### src/sv/table_interp_binary_search_defines.svh
// Assertion macros shared by the table interpolation RTL.
// Included by tib_dp, the module that carries the concurrent assertions; no other dependencies.
`ifndef TABLE_INTERP_BINARY_SEARCH_DEFINES_SVH
`define TABLE_INTERP_BINARY_SEARCH_DEFINES_SVH
`ifndef SYNTHESIS
`define TIB_ASSERT_IMPLY(lbl, clk, rst_n, ante, cons) \
	lbl: assert property (@(posedge clk) disable iff (!rst_n) (ante) |-> (cons)) \
		else $error("table interpolation assertion failed");
`define TIB_ASSERT_NEXT(lbl, clk, rst_n, ante, cons) \
	lbl: assert property (@(posedge clk) disable iff (!rst_n) (ante) |=> (cons)) \
		else $error("table interpolation assertion failed");
`else
`define TIB_ASSERT_IMPLY(lbl, clk, rst_n, ante, cons)
`define TIB_ASSERT_NEXT(lbl, clk, rst_n, ante, cons)
`endif
`endif

### src/sv/tib_pkg.sv
// Shared types, constants and column decode functions for the table interpolator.
// No dependencies; imported by the controller, the datapath and the top level.
package tib_pkg;

	localparam int PIX_W     = 17;
	localparam int LOG_W     = 20;
	localparam int COL_W     = 21;
	localparam int WORD_W    = LOG_W + PIX_W;
	localparam int RES_W     = 20;
	localparam int SIZE_W    = 13;
	localparam int DIV_W     = 21;
	localparam int DIV_STEPS = DIV_W;
	localparam int CNT_W     = 5;
	localparam int PADDR_W   = 3;
	localparam int PDATA_W   = 32;

	localparam logic             REQ_WRITE      = 1'b0;
	localparam logic             REQ_QUERY      = 1'b1;
	localparam logic [PADDR_W-1:0] REG_TABLE_SIZE = 3'd0;

	typedef logic [WORD_W-1:0]       tib_word_t;
	typedef logic signed [COL_W-1:0] tib_col_t;

	typedef struct packed {
		logic load;
		logic rd_first;
		logic rd_last;
		logic rd_mid;
		logic cap_first;
		logic chk;
		logic cmp;
		logic diff;
		logic mul;
		logic div;
		logic add;
		logic out_load;
	} tib_cmd_t;

	typedef struct packed {
		logic le_first;
		logic ge_last;
		logic mid_eq_lo;
		logic div_last;
	} tib_sts_t;

	// Entry word holds the log luminance in the upper bits and the pixel level below.
	function automatic tib_col_t col_pix(tib_word_t w);
		return {{(COL_W-PIX_W){1'b0}}, w[PIX_W-1:0]};
	endfunction

	function automatic tib_col_t col_log(tib_word_t w);
		return {{(COL_W-LOG_W){w[WORD_W-1]}}, w[WORD_W-1:PIX_W]};
	endfunction

	function automatic tib_col_t col_x(tib_word_t w, logic inv);
		return inv ? col_log(w) : col_pix(w);
	endfunction

	function automatic tib_col_t col_y(tib_word_t w, logic inv);
		return inv ? col_pix(w) : col_log(w);
	endfunction

endpackage

### src/sv/tib_dp.sv
// Datapath: query registers, search bounds, bracket entries, multiplier and divider.
// Depends on tib_pkg and on the assertion macros in table_interp_binary_search_defines.svh.
`include "table_interp_binary_search_defines.svh"
module tib_dp import tib_pkg::*; #(
	parameter int TABLE_DEPTH = 4096
) (
	input  logic                           clk,
	input  logic                           arst_n,
	input  tib_cmd_t                       cmd,
	input  logic [SIZE_W-1:0]              table_size,
	input  logic signed [RES_W-1:0]        query_value,
	input  logic                           inverse,
	input  tib_word_t                      ram_rdata,
	output logic                           ram_re,
	output logic [$clog2(TABLE_DEPTH)-1:0] ram_raddr,
	output tib_sts_t                       sts,
	output logic signed [RES_W-1:0]        result_value,
	output logic                           clamped
);

	localparam int AW = $clog2(TABLE_DEPTH);
	localparam int NW = $clog2(TABLE_DEPTH + 1);

	tib_col_t          q_q;
	logic              inv_q;
	logic [NW-1:0]     n_q;
	logic [NW-1:0]     lo_q;
	logic [NW-1:0]     hi_q;
	logic [NW-1:0]     mid_q;
	tib_word_t         lo_w_q;
	tib_word_t         hi_w_q;
	logic              le_first_q;
	logic [DIV_W-1:0]  dx_q;
	logic [DIV_W-1:0]  d_q;
	logic [DIV_W-1:0]  mag_q;
	logic              neg_q;
	logic              zero_q;
	logic [DIV_W-1:0]  rem_q;
	logic [DIV_W-1:0]  quo_q;
	logic [CNT_W-1:0]  cnt_q;
	logic [RES_W-1:0]  res_q;
	logic              clamped_q;

	logic [31:0]          n_clip;
	logic [NW:0]          mid_sum;
	logic [NW-1:0]        mid;
	logic [NW-1:0]        n_last;
	tib_col_t             x_data;
	tib_col_t             y_data;
	tib_col_t             x_lo;
	tib_col_t             y_lo;
	tib_col_t             x_hi;
	tib_col_t             y_hi;
	tib_col_t             dy;
	tib_col_t             dx;
	tib_col_t             dstep;
	logic [2*DIV_W-1:0]   prod;
	logic [DIV_W:0]       trial;
	logic [DIV_W:0]       trial_sub;
	logic                 ge;
	logic signed [COL_W:0] quo_ext;
	logic signed [COL_W:0] quo_s;
	logic signed [COL_W:0] y_lo_ext;
	logic signed [COL_W:0] sum;

	always_comb begin
		if (table_size < SIZE_W'(2)) begin
			n_clip = 32'd2;
		end else if (32'(table_size) > 32'(TABLE_DEPTH)) begin
			n_clip = 32'(TABLE_DEPTH);
		end else begin
			n_clip = 32'(table_size);
		end
	end

	assign mid_sum = {1'b0, lo_q} + {1'b0, hi_q};
	assign mid     = mid_sum[NW:1];
	assign n_last  = n_q - NW'(1);

	assign ram_re = cmd.rd_first | cmd.rd_last | cmd.rd_mid;

	always_comb begin
		priority if (cmd.rd_first) begin
			ram_raddr = '0;
		end else if (cmd.rd_last) begin
			ram_raddr = n_last[AW-1:0];
		end else begin
			ram_raddr = mid[AW-1:0];
		end
	end

	assign x_data = col_x(ram_rdata, inv_q);
	assign y_data = col_y(ram_rdata, inv_q);
	assign x_lo   = col_x(lo_w_q, inv_q);
	assign y_lo   = col_y(lo_w_q, inv_q);
	assign x_hi   = col_x(hi_w_q, inv_q);
	assign y_hi   = col_y(hi_w_q, inv_q);

	assign dy    = y_hi - y_lo;
	assign dx    = q_q - x_lo;
	assign dstep = x_hi - x_lo;
	assign prod  = mag_q * dx_q;

	assign trial     = {rem_q, quo_q[DIV_W-1]};
	assign trial_sub = trial - {1'b0, d_q};
	assign ge        = (trial >= {1'b0, d_q});

	assign quo_ext  = {1'b0, quo_q};
	assign quo_s    = neg_q ? -quo_ext : quo_ext;
	assign y_lo_ext = {y_lo[COL_W-1], y_lo};
	assign sum      = y_lo_ext + quo_s;

	assign sts.le_first  = le_first_q;
	assign sts.ge_last   = (q_q >= x_data);
	assign sts.mid_eq_lo = (mid == lo_q);
	assign sts.div_last  = (cnt_q == CNT_W'(DIV_STEPS - 1));

	always_ff @(posedge clk or negedge arst_n) begin
		if (!arst_n) begin
			lo_q  <= '0;
			hi_q  <= '0;
			mid_q <= '0;
			n_q   <= NW'(2);
			cnt_q <= '0;
		end else begin
			if (cmd.load) begin
				n_q <= NW'(n_clip);
			end
			if (cmd.chk) begin
				lo_q <= '0;
				hi_q <= n_q;
			end
			if (cmd.rd_mid) begin
				mid_q <= mid;
			end
			if (cmd.cmp) begin
				if (q_q < x_data) begin
					hi_q <= mid_q;
				end else begin
					lo_q <= mid_q;
				end
			end
			if (cmd.mul) begin
				cnt_q <= '0;
			end else if (cmd.div) begin
				cnt_q <= cnt_q + CNT_W'(1);
			end
		end
	end

	always_ff @(posedge clk) begin
		if (cmd.load) begin
			q_q   <= {query_value[RES_W-1], query_value};
			inv_q <= inverse;
		end
		if (cmd.cap_first) begin
			lo_w_q     <= ram_rdata;
			le_first_q <= (q_q <= x_data);
		end
		if (cmd.chk) begin
			if (le_first_q) begin
				res_q     <= y_lo[RES_W-1:0];
				clamped_q <= 1'b1;
			end else if (sts.ge_last) begin
				res_q     <= y_data[RES_W-1:0];
				clamped_q <= 1'b1;
			end
		end
		if (cmd.cmp) begin
			if (q_q < x_data) begin
				hi_w_q <= ram_rdata;
			end else begin
				lo_w_q <= ram_rdata;
			end
		end
		if (cmd.diff) begin
			neg_q  <= dy[COL_W-1];
			mag_q  <= dy[COL_W-1] ? DIV_W'(-dy) : DIV_W'(dy);
			dx_q   <= DIV_W'(dx);
			d_q    <= DIV_W'(dstep);
			zero_q <= (x_hi == x_lo);
		end
		if (cmd.mul) begin
			rem_q <= prod[2*DIV_W-1:DIV_W];
			quo_q <= prod[DIV_W-1:0];
		end else if (cmd.div) begin
			rem_q <= ge ? trial_sub[DIV_W-1:0] : trial[DIV_W-1:0];
			quo_q <= {quo_q[DIV_W-2:0], ge};
		end
		if (cmd.add) begin
			res_q     <= zero_q ? y_lo[RES_W-1:0] : sum[RES_W-1:0];
			clamped_q <= 1'b0;
		end
	end

	assign result_value = res_q;
	assign clamped      = clamped_q;

	`TIB_ASSERT_IMPLY(a_probe_inside, clk, arst_n, cmd.cmp, (lo_q < mid_q) && (mid_q < hi_q))
	`TIB_ASSERT_IMPLY(a_hi_in_table, clk, arst_n, cmd.rd_mid, hi_q <= n_q)
	`TIB_ASSERT_IMPLY(a_div_bound, clk, arst_n, cmd.div, cnt_q < CNT_W'(DIV_STEPS))
	`TIB_ASSERT_NEXT(a_div_start, clk, arst_n, cmd.mul, cnt_q == '0)

endmodule

### config.mk
export PLATFORM = sky130hd
export DESIGN_NAME = tib_dp
export DESIGN_NICKNAME = d
export VERILOG_FILES = /design/src/sv/tib_pkg.sv /design/src/sv/tib_dp.sv
export VERILOG_INCLUDE_DIRS = /design/src /design/src/sv
export SDC_FILE = /design/constraint.sdc
export NUM_CORES = 2
export LEC_CHECK = 0
export ABC_AREA = 1
export BUFFER_PORTS_ARGS = -buffer_cell sky130_fd_sc_hd__buf_4
export CELL_PAD_IN_SITES_DETAIL_PLACEMENT = 1
export CELL_PAD_IN_SITES_GLOBAL_PLACEMENT = 2
export CORE_UTILIZATION = 40
export DETAILED_ROUTE_END_ITERATION = 16
export PLACE_DENSITY_LB_ADDON = 0.2
export SLEW_MARGIN = 15
export SYNTH_ARGS = -nofsm -noshare
export SYNTH_HDL_FRONTEND = slang
export SYNTH_SLANG_ARGS = --single-unit
export TNS_END_PERCENT = 10
### constraint.sdc
create_clock -name clk -period 12.01 [get_ports clk]
set_input_delay 0 -clock clk [delete_from_list [all_inputs] [get_ports clk]]
set_output_delay 0 -clock clk [all_outputs]
set_load 0.05 [all_outputs]
==> impl_metrics.csv <==
group,metric,value,unit
setup_path,path_max_fanout,21,
clock_network,cts_buffers,35,
synthesis,synth_most_common_cell,"nand2_1",
detailed_routing,first_iter_violations,1582,
setup_path,reg2reg_slack,4490,ps
timing,period_needed,7515,ps
synthesis,netlist_area,35420,um2
cells_and_area,area_delta_synth_final,11.99,%
setup_path,crit_path_end_kind,"flip-flop",
timing,grt_setup_unrepaired,"false",
timing,hold_violations,0,
floorplanning,dieArea,89740,um2
clock_network,path_clk_slew,60,ps
setup_path,critPathRequiredTime,12310,ps
synthesis,syn_inst,4748,
cells_and_area,drive_gt1_frac,0.05483,
place,place.gp.congestion,0.9010,
synthesis,synth_flop_cell,"edfxtp_1",
timing,slew_headroom,0.2048,
floorplanning,core_area,87290,um2
clock_network,postCtsSetupBuffers,0,
timing,min_period_over_period,0.6258,
clock_network,htree_levels,2,
floorplanning,io_pins,123,
place,io_buffer_count,121,
timing,skew,20.75,ps
detailed_routing,routed_via_density,5.104,
detailed_routing,num_vias,31040,
synthesis,synthTopCellsByArea,"fa_1 (21%), edfxtp_1 (16%), nand2_1 (13%), inv_1 (11%), ha_1 (10%)",
timing,finalSetupViolCount,0,
clock_network,clockBufferDepth,3,
timing,final_max_slew_viol_count,0,
global_routing,grt_first_pass_wirelength,188100,um
cells_and_area,fin_nets,5636,
setup_path,critPathKind,"reg -> reg",
synthesis,async_flop_share,0.2028,
synthesis,synth.avg_cell_area,7.460,um2
timing,tightest_slew,1180,ps
synthesis,synth_common_cells,"nand2_1 (1266), inv_1 (1044), fa_1 (364), o21ai_0 (315), ha_1 (289)",
clock_network,cts_tree,"done",
timing,setup_slack,4495,ps
setup_path,cp.arrival,7810,ps
timing,tns,0,ps
detailed_routing,ant_nets,0,
synthesis,synth.top_cell.area_share,0.2057,
synthesis,yosysTopAreaCell,"fa_1",
global_routing,grt_pass1_vias,33040,
floorplanning,die_x,299.6,um
clock_network,cts_num_sinks,281,
floorplanning,initial_core_util,0.4057,
global_routing,overflow,0,
global_routing,track_usage,0.2696,
clock_network,insertion_delay,560,ps
floorplanning,die_y,299.6,um
synthesis,synth-edff-count,186,
detailed_routing,routedWlPerCell,19.46,um
clock_network,ctsRootBufferMaster,"clkbuf_16",
floorplanning,placementRows,108,
outcome,status,"finished clean",
synthesis,synth_cell_types,56,
synthesis,ys_seq_elements,281,
detailed_routing,drt-total-wl,118400,um
worst_hold_path,hp-class,"in -> reg",
detailed_routing,drt_pass1_iterations,5,
setup_path,start_kind,"flip-flop",
place,dp_hpwl,95160,um
cells_and_area,final_util,0.4544,
synthesis,syn_nets,5486,
detailed_routing,drc,0,
flow_run,maxCapViolations,0,
global_routing,antenna_found_initial,1,
synthesis,synth.yosys.warnings,0,
place,dp_slack,4499,ps
synthesis,synth_seq_area_share,0.2195,
global_routing,grt_max_degree,81,
timing,max_freq,133.1,MHz
==> cell usage in the layout (no fill, tap or decap), drive strengths merged, types with 10 or more instances in the layout <==
cell,instances
dlygate4sd3,97
ha,289
dfrtp,56
clkinv,14
xnor2,40
fa,364
nand2,1287
nor4,10
o21bai,15
nand3b,15
clkbuf,50
edfxtp,186
nor3,29
dfxtp,38
inv,1046
nand3,205
o211ai,27
nor2,240
a21o,12
buf,175
xor2,79
o21ai,328
a21oi,204
mux2i,13
nand4,40
==> state kept, by name (all words and copies together) (netlist names), 20 cells and up <==
signal,cells
dx_q,21
result_value,20
d_q,21
rem_q,21
hi_w_q,37
mag_q,21
lo_w_q,37
quo_q,21
q_q,20
==> critical path, cell delays in order (launching register included) <==
cell      delay [ps]
edfxtp_1        1110
nand2_1          110
inv_1            120
fa_1             470
fa_1             540
inv_1             60
fa_1             520
inv_1             50
fa_1             520
fa_1             460
fa_1             570
inv_1             70
fa_1             540
inv_1             40
ha_1             360
nand2_1          130
nor2_1           150
nand3_1           80
o21ai_0          510
nand2_1          110
nand2_1          190
nand2_1          100
nand2_1           80
nand2_1           50
nand3_1          210
nand2_1           90
==> worst paths after layout <==
| kind | startpoint | to | depth (start not counted) |
|---|---|---|---|
| worst max-delay path | dx_q[4]$_DFFE_PP_ | rem_q[7]$_DFFE_PP_ | 25 |
| worst min-delay path | cmd[4] | mag_q[14]$_DFFE_PP_ | 1 |
| worst max register to register | dx_q[4]$_DFFE_PP_ | rem_q[7]$_DFFE_PP_ | 25 |
| worst min register to register | mid_q[3]$_DFFE_PN0P_ | mid_q[3]$_DFFE_PN0P_ | 2 |
| max in group asynchronous | arst_n | lo_q[8]$_DFF_PN0_ | 2 |
| min in group asynchronous | arst_n | mid_q[0]$_DFFE_PN0P_ | 2 |
==> cells by family after synthesis <==
family                     share of synthesized area
and+or+nand+nor                               0.2111
AOI/OAI and AO/OA                            0.09764
adders and majority gates                     0.3078
muxes                                       0.003674
DFF                                           0.2195
buffers and inverters                         0.1295
xor gates and xnor gates                     0.03073
==> layout make-up <==
class | count | area, um2
multi-input cells | 3258 | 23060
diodes | 2 | 5.005
clock inverters | 13 | 103.9
fillers | 10940 | 47630
clock buffers | 50 | 1049
well taps | 1155 | 1445
flip-flops and latches | 281 | 7774
repair buffers | 272 | 2285
inverters | 1050 | 3944
==> metrics by stage <==
stage	std cells	instance area (um2)	hold slack, ps
floorplan	4748	35420	-295.6
detailed placement	5919	37540	130.3
global placement	5919	37540	123.6
global route	6080	39660	107.2
finish	6081	39670	70.47
CTS	6079	39660	73.88
==> what timing repair did <==
item / in CTS / in global routing
endpoints found under the hold margin: 206 / 0
hold buffers: 97 / 0
gates resized for setup: 0 / 0
==> layer usage <==
metal / wire length [um] / GRT usage / vias to the layer above
met3: 3559 / 0.02015 / 146
li1: - / - / 14990
met4: 3021 / 0.07070 / 0
met5: 0 / 0 / -
met2: 57410 / 0.4676 / 497
met1: 54380 / 0.3622 / 15400
Power is not shown: default switching activity piles up to over one toggle a cycle in this logic, so the estimate is an artifact.
