## src/sv/table_interp_binary_search_defines.svh

```systemverilog
// Assertion macros shared by the table interpolation RTL.
// Included by tib_dp, the module that carries the concurrent assertions; no other dependencies.
`ifndef TABLE_INTERP_BINARY_SEARCH_DEFINES_SVH
`define TABLE_INTERP_BINARY_SEARCH_DEFINES_SVH
`ifndef SYNTHESIS
`define TIB_ASSERT_IMPLY(lbl, clk, rst_n, ante, cons) \
	lbl: assert property (@(posedge clk) disable iff (!rst_n) (ante) |-> (cons)) \
		else $error("table interpolation assertion failed");
`define TIB_ASSERT_NEXT(lbl, clk, rst_n, ante, cons) \
	lbl: assert property (@(posedge clk) disable iff (!rst_n) (ante) |=> (cons)) \
		else $error("table interpolation assertion failed");
`else
`define TIB_ASSERT_IMPLY(lbl, clk, rst_n, ante, cons)
`define TIB_ASSERT_NEXT(lbl, clk, rst_n, ante, cons)
`endif
`endif

```

## src/sv/tib_pkg.sv

```systemverilog
// Shared types, constants and column decode functions for the table interpolator.
// No dependencies; imported by the controller, the datapath and the top level.
package tib_pkg;

	localparam int PIX_W     = 17;
	localparam int LOG_W     = 20;
	localparam int COL_W     = 21;
	localparam int WORD_W    = LOG_W + PIX_W;
	localparam int RES_W     = 20;
	localparam int SIZE_W    = 13;
	localparam int DIV_W     = 21;
	localparam int DIV_STEPS = DIV_W;
	localparam int CNT_W     = 5;
	localparam int PADDR_W   = 3;
	localparam int PDATA_W   = 32;

	localparam logic             REQ_WRITE      = 1'b0;
	localparam logic             REQ_QUERY      = 1'b1;
	localparam logic [PADDR_W-1:0] REG_TABLE_SIZE = 3'd0;

	typedef logic [WORD_W-1:0]       tib_word_t;
	typedef logic signed [COL_W-1:0] tib_col_t;

	typedef struct packed {
		logic load;
		logic rd_first;
		logic rd_last;
		logic rd_mid;
		logic cap_first;
		logic chk;
		logic cmp;
		logic diff;
		logic mul;
		logic div;
		logic add;
		logic out_load;
	} tib_cmd_t;

	typedef struct packed {
		logic le_first;
		logic ge_last;
		logic mid_eq_lo;
		logic div_last;
	} tib_sts_t;

	// Entry word holds the log luminance in the upper bits and the pixel level below.
	function automatic tib_col_t col_pix(tib_word_t w);
		return {{(COL_W-PIX_W){1'b0}}, w[PIX_W-1:0]};
	endfunction

	function automatic tib_col_t col_log(tib_word_t w);
		return {{(COL_W-LOG_W){w[WORD_W-1]}}, w[WORD_W-1:PIX_W]};
	endfunction

	function automatic tib_col_t col_x(tib_word_t w, logic inv);
		return inv ? col_log(w) : col_pix(w);
	endfunction

	function automatic tib_col_t col_y(tib_word_t w, logic inv);
		return inv ? col_pix(w) : col_log(w);
	endfunction

endpackage

```

## src/sv/tib_ctrl.sv

```systemverilog
// Controller state machine sequencing clamp checks, binary search and division.
// Depends on tib_pkg for the command and status structs.
module tib_ctrl import tib_pkg::*; (
	input  logic     clk,
	input  logic     arst_n,
	input  logic     in_query,
	input  logic     out_free,
	input  tib_sts_t sts,
	output tib_cmd_t cmd,
	output logic     idle
);

	localparam logic [3:0] ST_IDLE = 4'd0;
	localparam logic [3:0] ST_RD0  = 4'd1;
	localparam logic [3:0] ST_RDN  = 4'd2;
	localparam logic [3:0] ST_CHK  = 4'd3;
	localparam logic [3:0] ST_SRCH = 4'd4;
	localparam logic [3:0] ST_CMP  = 4'd5;
	localparam logic [3:0] ST_DIFF = 4'd6;
	localparam logic [3:0] ST_MUL  = 4'd7;
	localparam logic [3:0] ST_DIV  = 4'd8;
	localparam logic [3:0] ST_ADD  = 4'd9;
	localparam logic [3:0] ST_DONE = 4'd10;

	logic [3:0] state_q;
	logic [3:0] state_d;

	always_comb begin
		cmd     = '0;
		state_d = state_q;
		unique case (state_q)
			ST_IDLE: begin
				if (in_query) begin
					cmd.load = 1'b1;
					state_d  = ST_RD0;
				end
			end
			ST_RD0: begin
				cmd.rd_first = 1'b1;
				state_d      = ST_RDN;
			end
			ST_RDN: begin
				cmd.rd_last   = 1'b1;
				cmd.cap_first = 1'b1;
				state_d       = ST_CHK;
			end
			ST_CHK: begin
				cmd.chk = 1'b1;
				state_d = (sts.le_first || sts.ge_last) ? ST_DONE : ST_SRCH;
			end
			ST_SRCH: begin
				if (sts.mid_eq_lo) begin
					state_d = ST_DIFF;
				end else begin
					cmd.rd_mid = 1'b1;
					state_d    = ST_CMP;
				end
			end
			ST_CMP: begin
				cmd.cmp = 1'b1;
				state_d = ST_SRCH;
			end
			ST_DIFF: begin
				cmd.diff = 1'b1;
				state_d  = ST_MUL;
			end
			ST_MUL: begin
				cmd.mul = 1'b1;
				state_d = ST_DIV;
			end
			ST_DIV: begin
				cmd.div = 1'b1;
				if (sts.div_last) begin
					state_d = ST_ADD;
				end
			end
			ST_ADD: begin
				cmd.add = 1'b1;
				state_d = ST_DONE;
			end
			ST_DONE: begin
				if (out_free) begin
					cmd.out_load = 1'b1;
					state_d      = ST_IDLE;
				end
			end
			default: begin
				state_d = ST_IDLE;
			end
		endcase
	end

	always_ff @(posedge clk or negedge arst_n) begin
		if (!arst_n) begin
			state_q <= ST_IDLE;
		end else begin
			state_q <= state_d;
		end
	end

	assign idle = (state_q == ST_IDLE);

endmodule

```

## config.mk

```make
export PLATFORM = sky130hd
export DESIGN_NAME = tib_ctrl
export DESIGN_NICKNAME = d
export VERILOG_FILES = /design/src/sv/table_interp_binary_search_defines.svh /design/src/sv/tib_pkg.sv /design/src/sv/tib_ctrl.sv
export SDC_FILE = /design/constraint.sdc
export NUM_CORES = 1
export LEC_CHECK = 0
export ABC_AREA = 1
export BUFFER_PORTS_ARGS = -buffer_cell sky130_fd_sc_hd__buf_4
export CELL_PAD_IN_SITES_DETAIL_PLACEMENT = 2
export CELL_PAD_IN_SITES_GLOBAL_PLACEMENT = 2
export CORE_MARGIN = 2
export CORE_UTILIZATION = 18
export CTS_CLUSTER_SIZE = 40
export DETAILED_ROUTE_END_ITERATION = 10
export PLACE_DENSITY_LB_ADDON = 0.3
export SKIP_CTS_REPAIR_TIMING = 1
export SYNTH_ARGS = -nofsm -noshare
export SYNTH_HDL_FRONTEND = slang
export SYNTH_SLANG_ARGS = --single-unit
```

## constraint.sdc

```tcl
create_clock -name clk -period 1.48 [get_ports clk]
set_clock_uncertainty 0.05 [all_clocks]
set_input_delay 0.222 -clock clk [delete_from_list [all_inputs] [get_ports clk]]
set_output_delay 0.222 -clock clk [all_outputs]
set_load 0.05 [all_outputs]
```

==> metrics.json, run 1 <==
{
  "first_global_vias": 538,
  "timing.slew.headroom_pct": 84.4,
  "wl_per_cell_microns": 13.6,
  "worst-endpoint-arrival_ns": 1.30,
  "number_of_routed_nets_with_antenna_violations": 0,
  "critical_path.startpoint": "state_q[1]$_DFFE_PN0P_",
  "start_util_pct": 19.1,
  "critical_path_buf_inv_count": 3,
  "run_status": "finished with violations",
  "design.final.nets": 105,
  "synth.top_cell.area_share_pct": 26.7,
  "drt_iter0_drc": 0,
  "timing_worst_slew_pin_value_ns": 0.232,
  "yosysUniqueCellTypes": 15,
  "post-route-period-util_pct": 106,
  "die_w_microns": 49.7,
  "power_switching_share_pct": 57.7,
  "clockRootBuffer": "sky130_fd_sc_hd__clkbuf_4",
  "critical-path-top-cell-by-count": "sky130_fd_sc_hd__inv_2",
  "finalWorstPathRequiredPeriod_ns": 1.57,
  "grt_first_pass_wirelength_microns": 2190,
  "vias_per_cell": 4.20,
  "largest_register_ff_count": 4,
  "clock_insertion_delay_worst_skew_ns": 0.24,
  "tritoncts.num_buffers": 3,
  "crit_fanout": 5,
  "critical-path-slowest-cell": "sky130_fd_sc_hd__dfrtp_2",
  "synth_ff_type": "sky130_fd_sc_hd__dfrtp_1",
  "clock_sinks": 4,
  "ir_drop_v": 0.00152,
  "switching_power_mw": 1.14,
  "reg2reg_path_depth": 7,
  "synth_async_sr_flop_share_pct": 100,
  "post_synthesis_cells": 66,
  "setup.worst_path.end": "cmd[0]",
  "critical_path_class": "reg -> out",
  "worstReg2RegStart": "state_q[1]$_DFFE_PN0P_",
  "seq_area_frac_synth_pct": 26.7,
  "final_critical_path_setup_slack_ns": -0.0947,
  "maxClockFrequency_mhz": 635,
  "tritoncts": "built",
  "ctsLongestPathBuffers": 2,
  "share_of_post_route_cells_with_drive_strength_above_1_pct": 62.1,
  "most_numerous_cell_types_in_the_synthesized_netlist": "sky130_fd_sc_hd__nor2_1, sky130_fd_sc_hd__inv_1, sky130_fd_sc_hd__nand2_1",
  "post_synth_main_area_contributors": "sky130_fd_sc_hd__dfrtp_1, sky130_fd_sc_hd__nor2_1, sky130_fd_sc_hd__inv_1",
  "synth.ff_latch_count": 4,
  "combPwrFrac_pct": 78.9,
  "post-layout-total-power_mw": 1.97,
  "layout_top_registers": "state_q: 4 flops",
  "number_of_enable_type_register_cells_in_the_synthesized_netlist": 0,
  "antenna_found_initial": 0,
  "timing.critical_path.depth": 5,
  "count_of_pins_on_the_block_boundary": 21,
  "violations": "negative setup slack",
  "floorplan.die.height_microns": 49.7,
  "grt-ovfl-total": 0,
  "slew_viol_final": 0,
  "grt_max_degree": 6,
  "numPortBuffers": 20,
  "placed_area_sq_um": 579,
  "critical_path.reg2reg.endpoint": "state_q[3]$_DFFE_PN0P_",
  "critPathMaxStageDelay_ns": 0.43,
  "hold_violations": 0,
  "clock_tree.htree_level_count": 1,
  "min-delay-path-class": "in -> reg",
  "drt_pre_antenna_iters": 1,
  "yosys_warnings": 0,
  "netlist_area_before_placement_sq_um": 375,
  "post-route-drc-count": 0,
  "gp_congestion": 0.698,
  "routed-via-count": 512,
  "antennaDiodeCount": 0,
  "postLayoutCellArea_sq_um": 805,
  "setup.worst_path.end_class": "output port",
  "cts_clock_pin_slew_for_the_worst_setup_and_hold_paths_ns": 0.04,
  "p_seq_share_pct": 14.0,
  "syn_avg_cell_area_sq_um": 5.69,
  "worst_path_dominant_cell_family": "flip-flops",
  "rows": 16,
  "p_leak_nw": 0.413,
  "rsz_0062_raised_after_global_routing": "yes",
  "timing.max_cap.violations": 0,
  "cp_cell_sequence": "inv_2 > nor2_4 > inv_2 > nor3_4 > buf_6",
  "placed_cells_incl_taps": 112,
  "setup_violations": 12,
  "worstPathRequired_ns": 1.21,
  "synth_area_leader_cell": "sky130_fd_sc_hd__dfrtp_1",
  "area_delta_synth_final_pct": 114,
  "wirelength_microns": 1660,
  "synth.most_common_cell": "sky130_fd_sc_hd__nor2_1",
  "finalNonFillerCells": 122,
  "synthesis.nets": 74,
  "design.core.area_sq_um": 1960,
  "most_flops_register": "state_q",
  "power.density_cell_area_nw_per_um2": 2450,
  "intPower_mw": 0.833,
  "clockPowerShare_pct": 7.1,
  "reg2reg_setup_slack_ns": 0.21,
  "floorplan.die_area_sq_um": 2470,
  "finalCoreUtilization_pct": 41.0,
  "global_routing_usage_summed_across_all_routing_layers_pct": 11.4,
  "place.detailed.hpwl_microns": 1120,
  "start_kind": "register"
}
-- cell type report --
class / count / area, sq um
Inverter: 17 / 71.3
Tap cell: 27 / 33.8
Timing Repair Buffer: 27 / 274
Fill cell: 252 / 1160
Clock buffer: 3 / 22.5
Sequential cell: 4 / 104
Multi-Input combinational cell: 44 / 299
-- metrics by stage --
stage	setup WS, ns	hold slack (ns)	setup TNS, ns
finish	-0.0947	0.192	-0.472
global route	-0.172	0.214	-1.28
CTS	-0.221	-0.279	-1.48
detailed placement	0.0286	-0.0283	0
global placement	0.0645	-0.0295	0
floorplan	-0.138	-0.124	-0.294
-- cells by family after synthesis --
kind of cell,synth area share [%]
flops,26.7
compound gates,4.67
simple gates,49.7
buf+inv,19.0
-- routing by layer --
metal	share of wire, %	global-route usage [%]
met5	0	0
met4	0.60	4.17
met3	4.9	2.73
met2	54	20.9
met1	40	12.7
-- how the worst min path moves through the flow --
stage / endpoint / cells past startpoint / slack [ns] / start
floorplan: state_q[0]$_DFFE_PN0P_ / 0 / -0.12 / arst_n
finish: state_q[1]$_DFFE_PN0P_ / 3 / 0.19 / sts[1]
detailed placement: state_q[2]$_DFFE_PN0P_ / 1 / -0.03 / arst_n
CTS: state_q[0]$_DFFE_PN0P_ / 1 / -0.28 / arst_n
global placement: state_q[3]$_DFFE_PN0P_ / 1 / -0.03 / arst_n
global route: state_q[1]$_DFFE_PN0P_ / 3 / 0.21 / sts[1]
-- cell usage in the layout, fill, tap and decap left out --
cell                             n
sky130_fd_sc_hd__buf_4          12
sky130_fd_sc_hd__buf_6          11
sky130_fd_sc_hd__nand2_1        10
sky130_fd_sc_hd__inv_1           9
sky130_fd_sc_hd__nor2_4          7
sky130_fd_sc_hd__nor2_2          6
sky130_fd_sc_hd__nor2_1          6
sky130_fd_sc_hd__inv_2           5
sky130_fd_sc_hd__nand3_1         4
sky130_fd_sc_hd__inv_4           3
sky130_fd_sc_hd__clkbuf_4        3
sky130_fd_sc_hd__dfrtp_2         3
sky130_fd_sc_hd__nand2_4         2
sky130_fd_sc_hd__nand2_2         2
sky130_fd_sc_hd__o21ai_0         2
sky130_fd_sc_hd__buf_8           2
sky130_fd_sc_hd__nand2_8         1
sky130_fd_sc_hd__nor3_4          1
sky130_fd_sc_hd__nand3b_1        1
sky130_fd_sc_hd__nand4_1         1
sky130_fd_sc_hd__o21bai_1        1
sky130_fd_sc_hd__dlygate4sd3_1   1
sky130_fd_sc_hd__buf_12          1
sky130_fd_sc_hd__dfrtp_1         1
-- power by group through the flow --
stage | logic, mW | clock network, mW | registers (mW)
detailed placement | 1.13 | 0 | 0.238
CTS | 1.14 | 0.140 | 0.237
floorplan | 0.861 | 0 | 0.219
finish | 1.56 | 0.139 | 0.276
global route | 1.67 | 0.151 | 0.284
global placement | 1.12 | 0 | 0.230
-- tightest hold or removal path, cell delays in order --
cell and delay [ns]:
sky130_fd_sc_hd__buf_4 0.08, sky130_fd_sc_hd__nand2_1 0.04, sky130_fd_sc_hd__nand4_1 0.09
(Power assumes the default switching activity.)
==> run 2, diff against run 1 <==
ABC_AREA = unset   (was 1)
CORE_UTILIZATION = 20   (was 18)
==> run 2 against run 1 <==
  * The flow still finishes with violations (negative setup slack)
  * Via count decreased by 8.2%
  * Utilization increased by 7.5 points
  * Largest power group unchanged
  * Sequential power grew 3%
  * Critical endpoint is now cmd[11]
==> metrics.json, run 2 <==
{
  "placed_area_sq_um": 672,
  "most_numerous_cell_types_in_the_synthesized_netlist": "sky130_fd_sc_hd__nor2_1, sky130_fd_sc_hd__nor3_1, sky130_fd_sc_hd__dfrtp_1, sky130_fd_sc_hd__nand2_1, sky130_fd_sc_hd__nand2b_1",
  "gr-usage-met3_pct": 2.35,
  "yosys_warnings": 0,
  "crit_fanout": 6,
  "critical_path_class": "reg -> out",
  "ctsLongestPathBuffers": 2,
  "design.core.area_sq_um": 1710,
  "floorplan.die.height_microns": 46.4,
  "share_of_post_route_cells_with_drive_strength_above_1_pct": 73.1,
  "routed-via-count": 470,
  "setup.worst_path.end_class": "output port",
  "worstReg2RegStart": "state_q[3]$_DFFE_PN0P_",
  "numPortBuffers": 20,
  "clock_tree.htree_level_count": 1,
  "timing.slew.headroom_pct": 81.5,
  "critical_path.reg2reg.endpoint": "state_q[1]$_DFFE_PN0P_",
  "switching_power_mw": 1.10,
  "synth_async_sr_flop_share_pct": 100,
  "post-route-period-util_pct": 109,
  "largest_register_ff_count": 4,
  "busiest_layer": "met2",
  "slew_viol_final": 0,
  "yosysUniqueCellTypes": 24,
  "min_from": "sts[0]",
  "final_cell_mix": "sky130_fd_sc_hd__buf_4, sky130_fd_sc_hd__buf_6, sky130_fd_sc_hd__nor3_4",
  "power_switching_share_pct": 54.2,
  "violations": "negative setup slack",
  "gp_congestion": 0.776,
  "min_delay_worst_endpoint": "state_q[0]$_DFFE_PN0P_",
  "area_delta_synth_final_pct": 131,
  "seq_area_frac_synth_pct": 27.9,
  "final_critical_path_setup_slack_ns": -0.131,
  "most_flops_register": "state_q",
  "critPathMaxStageDelay_ns": 0.46,
  "cts_clock_pin_slew_for_the_worst_setup_and_hold_paths_ns": 0.05,
  "fillCellCount": 185,
  "ir_drop_v": 0.000923,
  "min_path_cells": 3,
  "grt_max_degree": 8,
  "setup_violations": 13,
  "drt_iter0_drc": 4,
  "antenna_found_initial": 0,
  "clockRootBuffer": "sky130_fd_sc_hd__clkbuf_4",
  "finalCoreUtilization_pct": 48.5,
  "grt_first_pass_wirelength_microns": 2140,
  "antennaDiodeCount": 0,
  "worst_path_dominant_cell_family": "simple AND/OR/NAND/NOR gates",
  "drt_pre_antenna_iters": 5,
  "p_seq_share_pct": 13.9,
  "postLayoutCellArea_sq_um": 828,
  "reg2reg_setup_slack_ns": 0.16,
  "tritoncts": "built",
  "global_routing_usage_summed_across_all_routing_layers_pct": 14.5,
  "first_global_vias": 441,
  "p_leak_nw": 0.344,
  "critical_path_buf_inv_count": 1,
  "synth.ff_latch_count": 4,
  "multiInputGateArea_sq_um": 344,
  "timing_worst_slew_pin_value_ns": 0.277,
  "clock_sinks": 4,
  "post-route-drc-count": 0,
  "maxClockFrequency_mhz": 621,
  "post_synthesis_cells": 46,
  "synth_ff_type": "sky130_fd_sc_hd__dfrtp_1",
  "timing.max_cap.violations": 0,
  "post-layout-total-power_mw": 2.03,
  "area_occupied_by_registers_sq_um": 105,
  "wl_per_cell_microns": 15.7,
  "clock_insertion_delay_worst_skew_ns": 0.24,
  "start_util_pct": 21.0,
  "grt-ovfl-total": 0,
  "globalRouteMet1Util_pct": 16.7,
  "syn_avg_cell_area_sq_um": 7.81,
  "post_synth_main_area_contributors": "sky130_fd_sc_hd__dfrtp_1, sky130_fd_sc_hd__nand2b_1, sky130_fd_sc_hd__nor3_1",
  "worst-endpoint-arrival_ns": 1.34,
  "vias_per_cell": 4.56,
  "number_of_enable_type_register_cells_in_the_synthesized_netlist": 0,
  "rows": 15,
  "layout_top_registers": "state_q: 4 flops",
  "intPower_mw": 0.931,
  "run_status": "finished with violations",
  "netlist_area_before_placement_sq_um": 359,
  "combPwrFrac_pct": 78.6,
  "hold_ws_ns": 0.189,
  "groute.layer.met2.usage_pct": 25.0,
  "finalWorstPathRequiredPeriod_ns": 1.61,
  "die_w_microns": 46.4,
  "start_kind": "register",
  "floorplan.die_area_sq_um": 2150,
  "count_of_pins_on_the_block_boundary": 21,
  "synth.most_common_cell": "sky130_fd_sc_hd__nor2_1",
  "rsz_0062_raised_after_global_routing": "yes",
  "wirelength_microns": 1620,
  "synthesis.nets": 54,
  "place.detailed.hpwl_microns": 1090,
  "design.final.nets": 88,
  "synth.top_cell.area_share_pct": 27.9,
  "place_ws_ns": 0.0494,
  "synth_area_leader_cell": "sky130_fd_sc_hd__dfrtp_1",
  "number_of_routed_nets_with_antenna_violations": 0,
  "cp_cell_sequence": "nor4_4 > and2_4 > buf_8",
  "reg2reg_path_depth": 5,
  "power.density_cell_area_nw_per_um2": 2450,
  "hold_violations": 0,
  "clockPowerShare_pct": 7.5,
  "layout_commonest_cell": "sky130_fd_sc_hd__buf_4",
  "min-delay-path-class": "in -> reg",
  "critical-path-slowest-cell": "sky130_fd_sc_hd__dfrtp_2",
  "tritoncts.num_buffers": 3,
  "worstPathRequired_ns": 1.21
}
## run 2: cell count changes after synthesis, moves of 3 or more
cell | previous run | this run
sky130_fd_sc_hd__inv_1 | 14 | 2
sky130_fd_sc_hd__nor2_1 | 16 | 6
sky130_fd_sc_hd__nand2_1 | 12 | 4
sky130_fd_sc_hd__nand2b_1 | 0 | 4
sky130_fd_sc_hd__nor3_1 | 1 | 5
sky130_fd_sc_hd__inv_2 | 3 | 0
sky130_fd_sc_hd__nand2_2 | 3 | 0
sky130_fd_sc_hd__nand3_1 | 4 | 1
## run 2: power by group through the flow
| stage | clock network [mW] | registers [mW] | logic, mW |
|---|---|---|---|
| final | 0.152 | 0.283 | 1.60 |
| after detailed placement | 0 | 0.266 | 1.35 |
| after floorplan | 0 | 0.212 | 1.05 |
| after global placement | 0 | 0.259 | 1.32 |
| after CTS | 0.137 | 0.265 | 1.36 |
| after global routing | 0.162 | 0.297 | 1.69 |
## run 2: cell families (layout without fill, tap and decap cells)
family | count (synthesis) | count (layout) | share of synthesized area [%]
AND/OR/NAND/NOR | 26 | 26 | 40.8
AO/OA/AOI/OAI | 9 | 9 | 19.2
buffers and inverters | 7 | 39 | 12.2
flip-flops | 4 | 4 | 27.9
## run 2: tightest hold or removal path, delay by kind of cell
| kind | cells | cell delay (ns) |
|---|---|---|
| AND/OR/NAND/NOR | 1 | 0.05 |
| AO/OA/AOI/OAI | 1 | 0.06 |
| buffers and inverters | 1 | 0.11 |
## run 2: through the flow
stage / instances / TNS, ns
after floorplan: 46 / -1.18
after global placement: 95 / 0
after detailed placement: 95 / 0
after CTS: 98 / -1.86
after global routing: 103 / -1.51
final: 103 / -0.867
## run 2: how the worst max path moves through the flow
stage              end                    from  cells after the start
2_1_floorplan  cmd[11]  state_q[2]$_DFFE_PN0P_                      3
3_3_place_gp   cmd[11]  state_q[0]$_DFFE_PN0P_                      3
3_5_place_dp    cmd[2]  state_q[2]$_DFFE_PN0P_                      3
4_1_cts         cmd[2]  state_q[2]$_DFFE_PN0P_                      3
5_1_grt        cmd[11]  state_q[0]$_DFFE_PN0P_                      3
6_report       cmd[11]  state_q[0]$_DFFE_PN0P_                      3
## run 2: routing by layer
metal / vias to the layer above / wire (microns) / share of wire [%]
li1: 223 / - / -
met1: 233 / 672 / 42
met2: 14 / 906 / 56
met3: 0 / 37 / 2.3
met4: 0 / 0 / 0
met5: - / 0 / 0
## run 2: area by class of cell
cell class	instances	share of cell area [%]
multi-input combinational	35	41.5
timing repair buffer	34	38.4
sequential	4	12.7
tap	25	3.78
clock buffer	3	2.72
inverter	2	0.906
==> run 3, diff against run 2 <==
CELL_PAD_IN_SITES_DETAIL_PLACEMENT = 1   (was 2)
CELL_PAD_IN_SITES_GLOBAL_PLACEMENT = 1   (was 2)
CORE_UTILIZATION = 27   (was 20)
==> run 3 against run 2 <==
  * The flow still finishes with violations (negative setup slack)
  * Sequential power fell by 9.2%
  * Clock-buffer cell count unchanged
  * Critical path depth up 1
  * Sequential share of layout area shrank 0.50 points
  * Clock power fell by 9%
  * First-iteration DRC count decreased by 100%
  * Cell count fell by 5.8%
  * Die area decreased by 24%
  * Combinational power rose by 6%
==> metrics.json, run 3 (synthesis gave the netlist of run 2 again) <==
{
  "numPortBuffers": 20,
  "power.density_cell_area_nw_per_um2": 2480,
  "combPwrFrac_pct": 81.0,
  "antenna_found_initial": 0,
  "worstReg2RegStart": "state_q[3]$_DFFE_PN0P_",
  "violations": "negative setup slack",
  "timing.slew.headroom_pct": 85.0,
  "run_status": "finished with violations",
  "switching_power_mw": 1.07,
  "area_delta_synth_final_pct": 134,
  "rows": 13,
  "gp_congestion": 0.722,
  "die_w_microns": 40.5,
  "first_global_vias": 399,
  "clockPowerShare_pct": 6.6,
  "ir_drop_v": 0.00123,
  "crit_fanout": 4,
  "finalWorstPathRequiredPeriod_ns": 1.62,
  "floorplan.die_area_sq_um": 1640,
  "fillCellCount": 134,
  "p_seq_share_pct": 12.3,
  "wirelength_microns": 1350,
  "layout_commonest_cell": "sky130_fd_sc_hd__buf_4",
  "grt_max_degree": 8,
  "drt_iter0_drc": 0,
  "post-route-drc-count": 0,
  "area_occupied_by_registers_sq_um": 103,
  "share_of_post_route_cells_with_drive_strength_above_1_pct": 73.2,
  "reg2reg_setup_slack_ns": 0.15,
  "wl_per_cell_microns": 13.9,
  "finalCoreUtilization_pct": 66.4,
  "postLayoutCellArea_sq_um": 842,
  "clock_sinks": 4,
  "routed-via-count": 465,
  "grt-ovfl-total": 0,
  "start_util_pct": 28.3,
  "reg2reg_path_depth": 4,
  "antennaDiodeCount": 0,
  "clock_insertion_delay_worst_skew_ns": 0.24,
  "setup_total_negative_slack_ns": -1.28,
  "clock_tree.htree_level_count": 1,
  "critical_path.reg2reg.endpoint": "state_q[0]$_DFFE_PN0P_",
  "worstPathRequired_ns": 1.21,
  "floorplan.die.height_microns": 40.5,
  "largest_register_ff_count": 4,
  "multiInputGateArea_sq_um": 332,
  "slew_viol_final": 0,
  "setup.worst_path.end_class": "output port",
  "setup.worst_path.end": "cmd[11]",
  "tritoncts": "built",
  "place.detailed.hpwl_microns": 861,
  "global_routing_usage_summed_across_all_routing_layers_pct": 16.0,
  "tritoncts.num_buffers": 3,
  "count_of_pins_on_the_block_boundary": 21,
  "final_cell_mix": "sky130_fd_sc_hd__buf_4, sky130_fd_sc_hd__buf_6, sky130_fd_sc_hd__nor3_4",
  "most_flops_register": "state_q",
  "grt_first_pass_wirelength_microns": 1660,
  "final_critical_path_setup_slack_ns": -0.139,
  "design.core.area_sq_um": 1270,
  "hold_violations": 0,
  "vias_per_cell": 4.79,
  "start_kind": "register",
  "setup_violations": 13,
  "timing.max_cap.violations": 0,
  "placed_area_sq_um": 652,
  "rsz_0062_raised_after_global_routing": "yes",
  "p_leak_nw": 0.373,
  "min-delay-path-class": "in -> reg",
  "maxClockFrequency_mhz": 618,
  "ctsLongestPathBuffers": 2,
  "power_switching_share_pct": 51.4,
  "drt_pre_antenna_iters": 1,
  "critical_path_class": "reg -> out",
  "design.final.nets": 92,
  "timing_worst_slew_pin_value_ns": 0.223,
  "cts_clock_pin_slew_for_the_worst_setup_and_hold_paths_ns": 0.03,
  "layout_top_registers": "state_q: 4 flops",
  "clockRootBuffer": "sky130_fd_sc_hd__clkbuf_4",
  "post-route-period-util_pct": 109,
  "number_of_routed_nets_with_antenna_violations": 0,
  "intPower_mw": 1.02,
  "critical_path.startpoint": "state_q[3]$_DFFE_PN0P_",
  "worst-endpoint-arrival_ns": 1.35
}
## run 3: cell count changes in the layout (fill, tap and decap cells not counted), sizes merged
cell and delta:
buf +4
## run 3: metal layers
| metal | vias to the layer above | routed length [microns] | part of all wire [%] | GRT usage, % |
|---|---|---|---|---|
| met5 | - | 0 | 0 | 0 |
| met4 | 0 | 27 | 2.0 | 12.5 |
| met3 | 2 | 38 | 2.8 | 3.33 |
| met2 | 14 | 706 | 52 | 25.4 |
| met1 | 216 | 577 | 43 | 18.4 |
| li1 | 233 | - | - | - |
## run 3: area by class of cell
cell class,count,area share (%)
clock buffer,3,2.67
inverter,2,0.892
multi-input combinational,35,39.4
sequential,4,12.2
tap,15,2.23
timing repair buffer,38,42.6
## run 3: metrics by stage
| stage | setup WS, ns | hold WS [ns] | instances | power, mW |
|---|---|---|---|---|
| after detailed placement | 0.0497 | -0.0298 | 84 | 1.57 |
| after CTS | -0.213 | -0.289 | 87 | 1.71 |
| after floorplan | -0.318 | -0.124 | 46 | 1.26 |
| after global placement | 0.0612 | -0.0302 | 84 | 1.56 |
| after global routing | -0.226 | 0.183 | 97 | 2.21 |
| final | -0.139 | 0.192 | 97 | 2.09 |
## run 3: how the worst min path moves through the flow
stage               slack [ns]                     end  depth (start not counted)   start
finish                    0.19  state_q[0]$_DFFE_PN0P_                          3  sts[0]
global route              0.18  state_q[0]$_DFFE_PN0P_                          3  sts[0]
CTS                      -0.29  state_q[2]$_DFFE_PN0P_                          1  arst_n
detailed placement       -0.03  state_q[0]$_DFFE_PN0P_                          1  arst_n
global placement         -0.03  state_q[3]$_DFFE_PN0P_                          1  arst_n
floorplan                -0.12  state_q[0]$_DFFE_PN0P_                          0  arst_n
## run 3: worst max-delay path, cell delays in order (launching register included)
cell	delay (ns)
sky130_fd_sc_hd__dfrtp_1	0.41
sky130_fd_sc_hd__buf_6	0.15
sky130_fd_sc_hd__nor4_4	0.23
sky130_fd_sc_hd__and2_4	0.19
sky130_fd_sc_hd__buf_8	0.13
## run 3: power by group through the flow
stage / Combinational [mW] / Clock (mW) / Sequential [mW]
finish: 1.69 / 0.139 / 0.257
global route: 1.79 / 0.153 / 0.269
CTS: 1.31 / 0.145 / 0.254
detailed placement: 1.31 / 0 / 0.255
global placement: 1.30 / 0 / 0.255
floorplan: 1.05 / 0 / 0.212
